`config.mk`:
```
export PLATFORM = sky130hd
export DESIGN_NAME = mapped_region_table
export DESIGN_NICKNAME = d
export VERILOG_FILES = /design/src/hdl/mrt_pkg.sv /design/src/hdl/mrt_ram.sv /design/src/hdl/mrt_fsm.sv /design/src/hdl/mapped_region_table.sv
export SDC_FILE = /design/constraint.sdc
export NUM_CORES = 2
export LEC_CHECK = 0
export ABC_AREA = 0
export ABC_CLOCK_PERIOD_IN_PS = 46200
export BUFFER_PORTS_ARGS = -buffer_cell sky130_fd_sc_hd__buf_2
export CAP_MARGIN = 10
export CORE_UTILIZATION = 48
export DETAILED_ROUTE_END_ITERATION = 7
export GPL_TIMING_DRIVEN = 0
export PLACE_DENSITY = 0.71
export SYNTH_ARGS = -nofsm -noshare
export SYNTH_HDL_FRONTEND = slang
export SYNTH_SLANG_ARGS = --single-unit
```
`constraint.sdc`:
```
create_clock -name clock -period 46.2 [get_ports clock]
set_input_delay 9.24 -clock clock [delete_from_list [all_inputs] [get_ports clock]]
set_output_delay 9.24 -clock clock [all_outputs]
set_load 0.02 [all_outputs]
```
`src/hdl/mrt_pkg.sv`:
```
package mrt_pkg;

   localparam int REGION_SLOTS_DEF = 16;

   localparam logic [31:0] PAGE_MASK  = 32'hFFFF_F000;
   localparam logic [32:0] PAGE_ROUND = 33'h0_0000_0FFF;
   localparam logic [12:0] PAGE_BYTES = 13'd4096;
   localparam logic [20:0] RSS_MAX    = 21'h1F_FFFF;

   localparam logic [31:0] REGION_BASE_RESET  = 32'h4000_0000;
   localparam logic [31:0] REGION_LIMIT_RESET = 32'hC000_0000;
   localparam logic [20:0] RSS_LIMIT_RESET    = 21'd0;
   localparam logic        USER_TASK_RESET    = 1'b1;

   typedef enum logic [1:0] {
      MODE_REGISTER,
      MODE_UNREGISTER,
      MODE_FAULT,
      MODE_RESERVED
   } mode_type;

   typedef enum logic [1:0] {
      STATUS_DONE,
      STATUS_FAILED,
      STATUS_SEGV
   } status_type;

   typedef enum logic [1:0] {
      CSR_REGION_BASE,
      CSR_REGION_LIMIT,
      CSR_RSS_LIMIT,
      CSR_USER_TASK
   } csr_index_type;

   typedef enum logic [2:0] {
      ST_IDLE,
      ST_CALC,
      ST_CHECK,
      ST_SCAN,
      ST_FINISH
   } state_type;

   // one slot of the region table as held in memory
   typedef struct packed {
      logic [31:0] start_addr;
      logic [31:0] end_addr;
      logic [7:0]  file;
      logic [31:0] file_start;
      logic [31:0] file_size;
   } entry_type;

   localparam int ENTRY_W = $bits(entry_type);

   // datapath events seen by the sequencer
   typedef struct packed {
      logic accept;
      logic pre_fail;
      logic scan_done;
      logic out_free;
   } evt_type;

   // sequencer controls to the datapath
   typedef struct packed {
      logic req_ready;
      logic calc;
      logic check;
      logic scan;
      logic commit;
   } ctl_type;

endpackage

```
`src/hdl/mrt_ram.sv`:
```
module mrt_ram
   #(parameter int WIDTH  = 8,
     parameter int DEPTH  = 16,
     parameter int ADDR_W = (DEPTH > 1) ? $clog2(DEPTH) : 1)
   (input  logic              clock,
    input  logic              wr_en,
    input  logic [ADDR_W-1:0] wr_addr,
    input  logic [WIDTH-1:0]  wr_data,
    input  logic              rd_en,
    input  logic [ADDR_W-1:0] rd_addr,
    output logic [WIDTH-1:0]  rd_data);

   logic [WIDTH-1:0] mem_ff [DEPTH];
   logic [WIDTH-1:0] rd_data_ff;

   always_ff @(posedge clock) begin
      if (wr_en) begin
         mem_ff[wr_addr] <= wr_data;
      end
      if (rd_en) begin
         rd_data_ff <= mem_ff[rd_addr];
      end
   end

   assign rd_data = rd_data_ff;

endmodule

```
`src/hdl/mrt_fsm.sv`:
```
module mrt_fsm
   import mrt_pkg::*;
   (input  logic    clock,
    input  logic    reset,
    input  evt_type evt,
    output ctl_type ctl);

   state_type state_ff;
   state_type state_in;

   always_ff @(posedge clock) begin
      if (reset) begin
         state_ff <= ST_IDLE;
      end else begin
         state_ff <= state_in;
      end
   end

   always_comb begin
      state_in = state_ff;
      unique case (state_ff)
         ST_IDLE: begin
            if (evt.accept) state_in = ST_CALC;
         end
         ST_CALC: begin
            state_in = ST_CHECK;
         end
         ST_CHECK: begin
            state_in = evt.pre_fail ? ST_FINISH : ST_SCAN;
         end
         ST_SCAN: begin
            if (evt.scan_done) state_in = ST_FINISH;
         end
         ST_FINISH: begin
            if (evt.out_free) state_in = ST_IDLE;
         end
         default: begin
            state_in = ST_IDLE;
         end
      endcase
   end

   always_comb begin
      ctl = '0;
      unique case (state_ff)
         ST_IDLE:   ctl.req_ready = 1'b1;
         ST_CALC:   ctl.calc      = 1'b1;
         ST_CHECK:  ctl.check     = 1'b1;
         ST_SCAN:   ctl.scan      = 1'b1;
         ST_FINISH: ctl.commit    = evt.out_free;
         default:   ctl = '0;
      endcase
   end

endmodule

```
`src/hdl/mapped_region_table.sv`:
```
// Mapped region table: up to REGION_SLOTS file-backed virtual regions.
//
// Request channel (req_*): valid/ready. req_mode selects register (0),
// unregister (1) or page fault (2). req_ready is high only while the
// table is idle; one transaction is worked on at a time.
// Response channel (rsp_*): valid/ready, exactly one response per request.
// Config port (csr_*): write enable, index, data; written only when idle by the user, which the block does not check.
//
// Sequence: accept, form the aligned end address, run the early checks,
// then scan the slot memory at one slot per cycle, each slot compared the
// cycle after its registered read, then commit. A request that fails its
// early checks skips the scan; a full scan reads every slot in turn, as
// the single-read slot memory gives one read at a time.
// The response sits in an output register: a new request is taken while
// it waits; if the receiver stalls, the next commit waits for it.
// Reset: all slots free, next free address = region_base, resident count
// zero, config registers at their defaults. No memory clearing is needed.
module mapped_region_table
   import mrt_pkg::*;
   #(parameter int REGION_SLOTS = REGION_SLOTS_DEF)
   (input  logic        clock,
    input  logic        reset,
    input  logic        req_valid,
    output logic        req_ready,
    input  logic [1:0]  req_mode,
    input  logic [31:0] req_address,
    input  logic [31:0] req_length,
    input  logic [7:0]  req_file_index,
    input  logic [31:0] req_file_base,
    input  logic        req_protection_fault,
    output logic        rsp_valid,
    input  logic        rsp_ready,
    output logic [1:0]  rsp_status,
    output logic [31:0] rsp_region_address,
    output logic [20:0] rsp_page_count,
    output logic [7:0]  rsp_fill_file,
    output logic [31:0] rsp_fill_offset,
    output logic [12:0] rsp_fill_length,
    input  logic        csr_we,
    input  logic [1:0]  csr_index,
    input  logic [31:0] csr_wdata);

   localparam int IDX_W = (REGION_SLOTS > 1) ? $clog2(REGION_SLOTS) : 1;
   localparam int CNT_W = $clog2(REGION_SLOTS + 1);
   localparam logic [CNT_W-1:0] CNT_END  = CNT_W'(REGION_SLOTS);
   localparam logic [IDX_W-1:0] IDX_LAST = IDX_W'(REGION_SLOTS - 1);

   evt_type evt;
   ctl_type ctl;

   // configuration
   logic [31:0] limit_ff;
   logic [20:0] rss_limit_ff;
   logic        user_ff;

   // table state outside the memory
   logic [REGION_SLOTS-1:0] valid_ff, valid_in;
   logic [31:0]             next_free_ff, next_free_in;
   logic [20:0]             resident_ff, resident_in;

   // latched transaction
   mode_type    mode_ff;
   logic [31:0] addr_ff, len_ff, foff_ff;
   logic [7:0]  file_ff;
   logic        prot_ff;
   logic [32:0] aligned_ff;
   logic [33:0] sum_ff;

   // scan
   logic [CNT_W-1:0] issue_ff, issue_in;
   logic             pend_ff, pend_in;
   logic [IDX_W-1:0] pend_idx_ff, pend_idx_in;
   logic             rd_en;
   logic [ENTRY_W-1:0] rd_data;
   entry_type        rd_entry;
   logic             slot_vld, match;

   // hit capture
   logic             fail_ff, fail_in;
   logic             hit_ff, hit_in;
   logic [IDX_W-1:0] hit_idx_ff;
   logic [31:0]      diff_ff;
   logic [7:0]       hit_file_ff;
   logic [31:0]      hit_fstart_ff, hit_fsize_ff;

   // result
   logic        pre_fail;
   logic [31:0] page;
   logic        cap_hit, in_file;
   logic [32:0] fsum;
   logic [31:0] remain;
   logic [12:0] take;
   status_type  res_status;
   logic [31:0] res_addr, res_off;
   logic [20:0] res_count;
   logic [7:0]  res_file;
   logic [12:0] res_len;
   logic        do_reg, do_unreg, do_fault;
   logic        wr_en;
   entry_type   wr_entry;

   logic        rsp_valid_ff, rsp_valid_in;
   status_type  rsp_status_ff;
   logic [31:0] rsp_addr_ff, rsp_off_ff;
   logic [20:0] rsp_count_ff;
   logic [7:0]  rsp_file_ff;
   logic [12:0] rsp_len_ff;

   mrt_fsm u_fsm (
      .clock (clock),
      .reset (reset),
      .evt   (evt),
      .ctl   (ctl));

   mrt_ram #(.WIDTH(ENTRY_W), .DEPTH(REGION_SLOTS), .ADDR_W(IDX_W)) u_ram (
      .clock   (clock),
      .wr_en   (wr_en),
      .wr_addr (hit_idx_ff),
      .wr_data (wr_entry),
      .rd_en   (rd_en),
      .rd_addr (issue_ff[IDX_W-1:0]),
      .rd_data (rd_data));

   assign req_ready = ctl.req_ready;
   assign page      = addr_ff & PAGE_MASK;

   // early checks
   always_comb begin
      case (mode_ff)
         MODE_REGISTER:   pre_fail = (len_ff == 32'd0) || (sum_ff > {2'b00, limit_ff});
         MODE_UNREGISTER: pre_fail = 1'b0;
         MODE_FAULT:      pre_fail = !user_ff || prot_ff;
         default:         pre_fail = 1'b1;
      endcase
   end

   // slot scan: read issued one cycle, compared the next
   assign rd_entry = entry_type'(rd_data);
   assign slot_vld = valid_ff[pend_idx_ff];

   always_comb begin
      case (mode_ff)
         MODE_REGISTER:   match = !slot_vld;
         MODE_UNREGISTER: match = slot_vld && (rd_entry.start_addr == addr_ff)
                                  && (sum_ff == {2'b00, rd_entry.end_addr});
         MODE_FAULT:      match = slot_vld && (addr_ff >= rd_entry.start_addr)
                                  && (addr_ff < rd_entry.end_addr);
         default:         match = 1'b0;
      endcase
   end

   always_comb begin
      issue_in    = issue_ff;
      pend_in     = 1'b0;
      pend_idx_in = pend_idx_ff;
      rd_en       = 1'b0;
      if (ctl.check) begin
         issue_in = '0;
      end else if (ctl.scan && (issue_ff != CNT_END)) begin
         rd_en       = 1'b1;
         issue_in    = issue_ff + CNT_W'(1);
         pend_in     = 1'b1;
         pend_idx_in = issue_ff[IDX_W-1:0];
      end
   end

   assign evt.accept    = req_valid && ctl.req_ready;
   assign evt.pre_fail  = pre_fail;
   assign evt.scan_done = pend_ff && (match || (pend_idx_ff == IDX_LAST));
   assign evt.out_free  = !rsp_valid_ff || rsp_ready;

   always_comb begin
      fail_in = fail_ff;
      hit_in  = hit_ff;
      if (ctl.check) begin
         fail_in = pre_fail;
         hit_in  = 1'b0;
      end else if (ctl.scan && evt.scan_done) begin
         hit_in = match;
      end
   end

   // fault file slice
   assign cap_hit = (rss_limit_ff != 21'd0) && (resident_ff >= rss_limit_ff);
   assign in_file = diff_ff < hit_fsize_ff;
   assign fsum    = {1'b0, hit_fstart_ff} + {1'b0, diff_ff};
   assign remain  = hit_fsize_ff - diff_ff;
   assign take    = (remain > {19'd0, PAGE_BYTES}) ? PAGE_BYTES : remain[12:0];

   always_comb begin
      res_status = STATUS_FAILED;
      res_addr   = '0;
      res_count  = '0;
      res_file   = '0;
      res_off    = '0;
      res_len    = '0;
      do_reg     = 1'b0;
      do_unreg   = 1'b0;
      do_fault   = 1'b0;
      if (!fail_ff && hit_ff) begin
         case (mode_ff)
            MODE_REGISTER: begin
               res_status = STATUS_DONE;
               res_addr   = next_free_ff;
               do_reg     = 1'b1;
            end
            MODE_UNREGISTER: begin
               res_status = STATUS_DONE;
               res_addr   = addr_ff;
               res_count  = {1'b0, diff_ff[31:12]};
               do_unreg   = 1'b1;
            end
            MODE_FAULT: begin
               res_addr = page;
               if (cap_hit) begin
                  res_status = STATUS_SEGV;
               end else begin
                  res_status = STATUS_DONE;
                  res_file   = hit_file_ff;
                  do_fault   = 1'b1;
                  if (in_file && !fsum[32]) begin
                     res_off = fsum[31:0];
                     res_len = take;
                  end
               end
            end
            default: begin
               res_status = STATUS_FAILED;
            end
         endcase
      end
   end

   assign wr_en    = ctl.commit && do_reg;
   assign wr_entry = '{start_addr: next_free_ff, end_addr: sum_ff[31:0], file: file_ff,
                       file_start: foff_ff, file_size: len_ff};

   always_comb begin
      valid_in     = valid_ff;
      next_free_in = next_free_ff;
      resident_in  = resident_ff;
      if (ctl.commit) begin
         if (do_reg) begin
            valid_in[hit_idx_ff] = 1'b1;
            next_free_in         = sum_ff[31:0];
         end
         if (do_unreg) valid_in[hit_idx_ff] = 1'b0;
         if (do_fault && (resident_ff != RSS_MAX)) resident_in = resident_ff + 21'd1;
      end
      if (csr_we && (csr_index_type'(csr_index) == CSR_REGION_BASE)) begin
         next_free_in = csr_wdata & PAGE_MASK;
      end
   end

   always_comb begin
      rsp_valid_in = rsp_valid_ff;
      if (rsp_valid_ff && rsp_ready) rsp_valid_in = 1'b0;
      if (ctl.commit) rsp_valid_in = 1'b1;
   end

   // control state
   always_ff @(posedge clock) begin
      if (reset) begin
         limit_ff     <= REGION_LIMIT_RESET;
         rss_limit_ff <= RSS_LIMIT_RESET;
         user_ff      <= USER_TASK_RESET;
         valid_ff     <= '0;
         next_free_ff <= REGION_BASE_RESET & PAGE_MASK;
         resident_ff  <= '0;
         issue_ff     <= '0;
         pend_ff      <= 1'b0;
         fail_ff      <= 1'b0;
         hit_ff       <= 1'b0;
         rsp_valid_ff <= 1'b0;
      end else begin
         if (csr_we) begin
            unique case (csr_index_type'(csr_index))
               CSR_REGION_BASE:  ;
               CSR_REGION_LIMIT: limit_ff     <= csr_wdata;
               CSR_RSS_LIMIT:    rss_limit_ff <= csr_wdata[20:0];
               CSR_USER_TASK:    user_ff      <= csr_wdata[0];
               default:          ;
            endcase
         end
         valid_ff     <= valid_in;
         next_free_ff <= next_free_in;
         resident_ff  <= resident_in;
         issue_ff     <= issue_in;
         pend_ff      <= pend_in;
         fail_ff      <= fail_in;
         hit_ff       <= hit_in;
         rsp_valid_ff <= rsp_valid_in;
      end
   end

   // payload
   always_ff @(posedge clock) begin
      pend_idx_ff <= pend_idx_in;
      if (evt.accept) begin
         mode_ff    <= mode_type'(req_mode);
         addr_ff    <= req_address;
         len_ff     <= req_length;
         file_ff    <= req_file_index;
         foff_ff    <= req_file_base;
         prot_ff    <= req_protection_fault;
         aligned_ff <= ({1'b0, req_length} + PAGE_ROUND) & ~PAGE_ROUND;
      end
      if (ctl.calc) begin
         sum_ff <= {2'b00, (mode_ff == MODE_REGISTER) ? next_free_ff : addr_ff}
                   + {1'b0, aligned_ff};
      end
      if (ctl.scan && evt.scan_done) begin
         hit_idx_ff    <= pend_idx_ff;
         hit_file_ff   <= rd_entry.file;
         hit_fstart_ff <= rd_entry.file_start;
         hit_fsize_ff  <= rd_entry.file_size;
         diff_ff       <= ((mode_ff == MODE_UNREGISTER) ? rd_entry.end_addr : page)
                          - rd_entry.start_addr;
      end
      if (ctl.commit) begin
         rsp_status_ff <= res_status;
         rsp_addr_ff   <= res_addr;
         rsp_count_ff  <= res_count;
         rsp_file_ff   <= res_file;
         rsp_off_ff    <= res_off;
         rsp_len_ff    <= res_len;
      end
   end

   assign rsp_valid          = rsp_valid_ff;
   assign rsp_status         = rsp_status_ff;
   assign rsp_region_address = rsp_addr_ff;
   assign rsp_page_count     = rsp_count_ff;
   assign rsp_fill_file      = rsp_file_ff;
   assign rsp_fill_offset    = rsp_off_ff;
   assign rsp_fill_length    = rsp_len_ff;

endmodule

```
==> results.txt <==
- Net count after synthesis: between 6000 and 7000
* Placed Instance Area: around 120000 um^2
- Final routed wirelength across all metal layers: around 320000 um
* Final worst slack: ~33 ns
- Across every metal layer, demand over resource in global routing totals 0.2685.
* Placer's final routability congestion estimate: between 0.9 and 1
- The highest layer touched by signal routing is met5.
- Number of register bits inferred by synthesis: ~2800
- On the final layout, the worst clock skew is a little over 0.09 ns.
* Yosys synthesis warning count: 0
- After detailed routing, the met2 layer carries 150300 um of wire.
- The initialized floorplan defines around 180 standard-cell rows.
* Initial antenna violation count: 21
- Final layout net count: roughly 7000
* Share of the synthesized area in the top cell type: 0.7112
- CTS tree: yes
- Slowest stage cell on the critical path: nor3_2
- The largest total area in the synthesized netlist belongs to edfxtp_1.
* Post-cts gate resize count: 0
- In the synthesized netlist, the number of instances is approximately 5800.
- In this run the static leakage power is roughly 0.043 uW.
- 1st-pass router iterations: 8
- Chip height: roughly 490 um
- Fmax: about 75 MHz
- Average footprint of a synthesized cell: 19.54 um^2
- The worst setup path is launched from an input port.
* Sink Count: between 2000 and 3000
* Met3 routed WL: ~35000 um
- After detailed routing, the average wire length per cell comes to 32.45 um.
- Netlist Area Pre-Place: between 100000 and 150000 um^2
* Result of the run: finished clean
- After clock tree synthesis, the clock-pin slew on the worst setup and hold paths is about 0.060 ns.
- # setup viols final: 0
* Total of max-cap violations: 0
* Worst setup EP type: flop
* Horiz. Die Dim: a little under 500 um
- H-tree depth reported by CTS: 5
* Hold Fails Final Rpt: 0
- Slowest stage delay, CP: 0.68 ns
- Pin count of the biggest net entering global routing: 82
- Leaving out fill and tap cells, the most frequent cells in the layout are edfxtp_1 (2693), mux4_2 (685), clkbuf_16 (310).
- Once detailed placement completed, the half-perimeter wirelength came to roughly 220000 um.
- Deepest clock path buffer count: 4
- After synthesis, the netlist uses slightly below 90 different library cells.
- Most common cell on crit path: buf_6
* Clock period minus final worst setup slack: around 13 ns
* Residual overflow from global routing: 0
- The worst pin sits at a relative slew slack of 0.02583.
- The finished cells cover ~130000 um^2.
- Clk Latency, worst-skew pair: slightly below 1 ns
- Number of global-route vias before repair: between 60000 and 70000
- Core Box Area: between 200000 and 250000 um^2
- Worst vdd rail ir drop: roughly 45 uV
* Max-slew violation count: 0
- Crit path DAT: approximately 14 ns
* Final Non-Filler Cells: 9913
- Post-CTS setup-driven buffer insertion count: 0
* Post-CTS Hold Fix Bufs: 0
- In the final routing, the length of wire on met1 measures roughly 120000 um.
- Measured slew at the worst slew-check pin: around 1.4 ns
- Total die area: ~240000 um^2
* Hold Worst Slack: roughly 0.39 ns
- Global-route wire length before repair: 447300 um
- Share of cells above drive strength 1: 0.2437
* Share of flip-flops with an asynchronous set or reset: 0
* I/O pin total: around 260
- By area the synthesized netlist is led by edfxtp_1 (71%), mux4_2 (14%), ha_1 (2.6%).
- After the first detailed-routing iteration, the DRC count stood at about 8700.
* Area growth from synthesis to layout: 15.74%
- Dividing the final minimum period by the clock period gives 0.2869.
- Before CTS, the worst setup slack after placement is ~32 ns.
* Remaining DRCs: 0
* Crit-path cells: buf_2 -> nand2b_1 -> nand3_1 -> clkinv_4 -> buf_16 -> nand2_1 -> or3_1 -> nor3_2 -> buf_6 -> buf_8 -> buf_6 -> buf_6 -> buf_6 -> buf_8
- Along the worst path, the maximum fanout reaches 64.
- Setup total negative slack on the finished layout was measured at 0 ns.
* Number of CTS-inserted buffers: about 310
- In this run, synthesis inferred 2693 flip-flops with an integrated enable.
- Class of the most critical hold timing path: reg2reg
* CTS root buffer: clkbuf_16
- Most common library cell in the layout ignoring fill and taps: edfxtp_1
* Category of the critical setup timing path: in2reg
- Once placement completed, the tool counted placed cells totaling approximately 9400.
- Port buffer count: ~250
- Initial core utilization: 0.4830
* Sequential area share after synthesis: 0.7350
* Data required, critical path: approximately 47 ns
- Setup repair after global routing left no endpoint under its margin.
- Once detail routing completed, the nets flagged for antenna violations numbered 0.
* Vias after detailed routing: 61820
* Via-per-instance ratio: about 6.2
- Among all flip-flop cells after synthesis, the most frequent one is edfxtp_1.
* Pwr dens: 41.61 nW/um^2
[synth_stat cells (all sizes together) (33+ instances only)]
library cell	n
edfxtp	2693
mux4	685
nand2	277
ha	234
inv	196
a21oi	195
nor2	195
clkbuf	164
dfxtp	135
a21o	93
xnor2	75
o21ai	71
buf	70
xor2	67
mux2	57
nand3	55
nor2b	52
nor4	43
nand4	42
and2	38
nor3	33
[layout make-up]
| class | count | area [um^2] |
|---|---|---|
| fillers | 17320 | 103800 |
| repair buffers | 415 | 4428 |
| multi-input cells | 2561 | 28620 |
| inverters | 197 | 749.5 |
| well taps | 3150 | 3941 |
| plain buffers | 234 | 928.4 |
| diodes | 5 | 12.51 |
| flip-flops and latches | 2828 | 83570 |
| clock buffers | 381 | 8073 |
| clock inverters | 142 | 1277 |
[power by group]
part	leakage (uW)	total, uW	switching [uW]	internal [uW]
Combinational	0.0124	212	131	81.8
Clock	0.00455	2320	973	1350
Sequential	0.0258	2940	76.8	2870
[worst max-delay path: cells and delay by family]
family,cells,cell delay (ns)
and+or+nand+nor,5,2.34
buffers and inverters,9,2.18
[registers in the layout, indices dropped and copies added (netlist names), 5 cells and up]
name and cells:
hit_file_ff 8, rsp_page_count 20, aligned_ff 21, rss_limit_ff 21
len_ff 32, resident_ff 21, sum_ff 34, u_ram.mem_ff 2176
valid_ff 16, foff_ff 32, diff_ff 32, limit_ff 32
rsp_fill_offset 32, hit_fstart_ff 32, issue_ff 5, addr_ff 32
u_ram.rd_data 136, hit_fsize_ff 32, next_free_ff 32, rsp_fill_length 13
rsp_fill_file 8, file_ff 8, rsp_region_address 32
[per-layer routing]
layer,GRT usage,vias up
met1,0.3686,32330
met4,0.1046,8
met5,0,-
li1,-,25160
met3,0.06416,559
met2,0.4163,3772
[through the flow]
stage / utilization / total power, uW
3_3_place_gp: 0.5051 / 3196
4_1_cts: 0.5584 / 5495
3_5_place_dp: 0.5186 / 3204
6_report: 0.5590 / 5476
2_1_floorplan: - / 3087
5_1_grt: 0.5590 / 5612
[kinds of logic after synthesis]
group,count (synthesis),synth area share
flip-flops,2828,0.7350
XOR/XNOR,142,0.01094
other,1,0.00003298
buffers and inverters,431,0.01450
AO/OA/AOI/OAI,576,0.03398
AND/OR/NAND/NOR,855,0.03716
adder cells (fa/ha/maj),238,0.02645
multiplexers,749,0.1419
[worst paths after layout]
check	startpoint	end	slack, ns	depth (start not counted)
max	rsp_ready	u_ram.mem_ff[0][65]	32.94	14
min	u_ram.rd_data[32]	hit_fstart_ff[0]	0.39	0
max reg2reg	mode_ff[1]	sum_ff[28]	39.98	15
min reg2reg	u_ram.rd_data[32]	hit_fstart_ff[0]	0.39	0
Power figures use the tool's default switching activity.
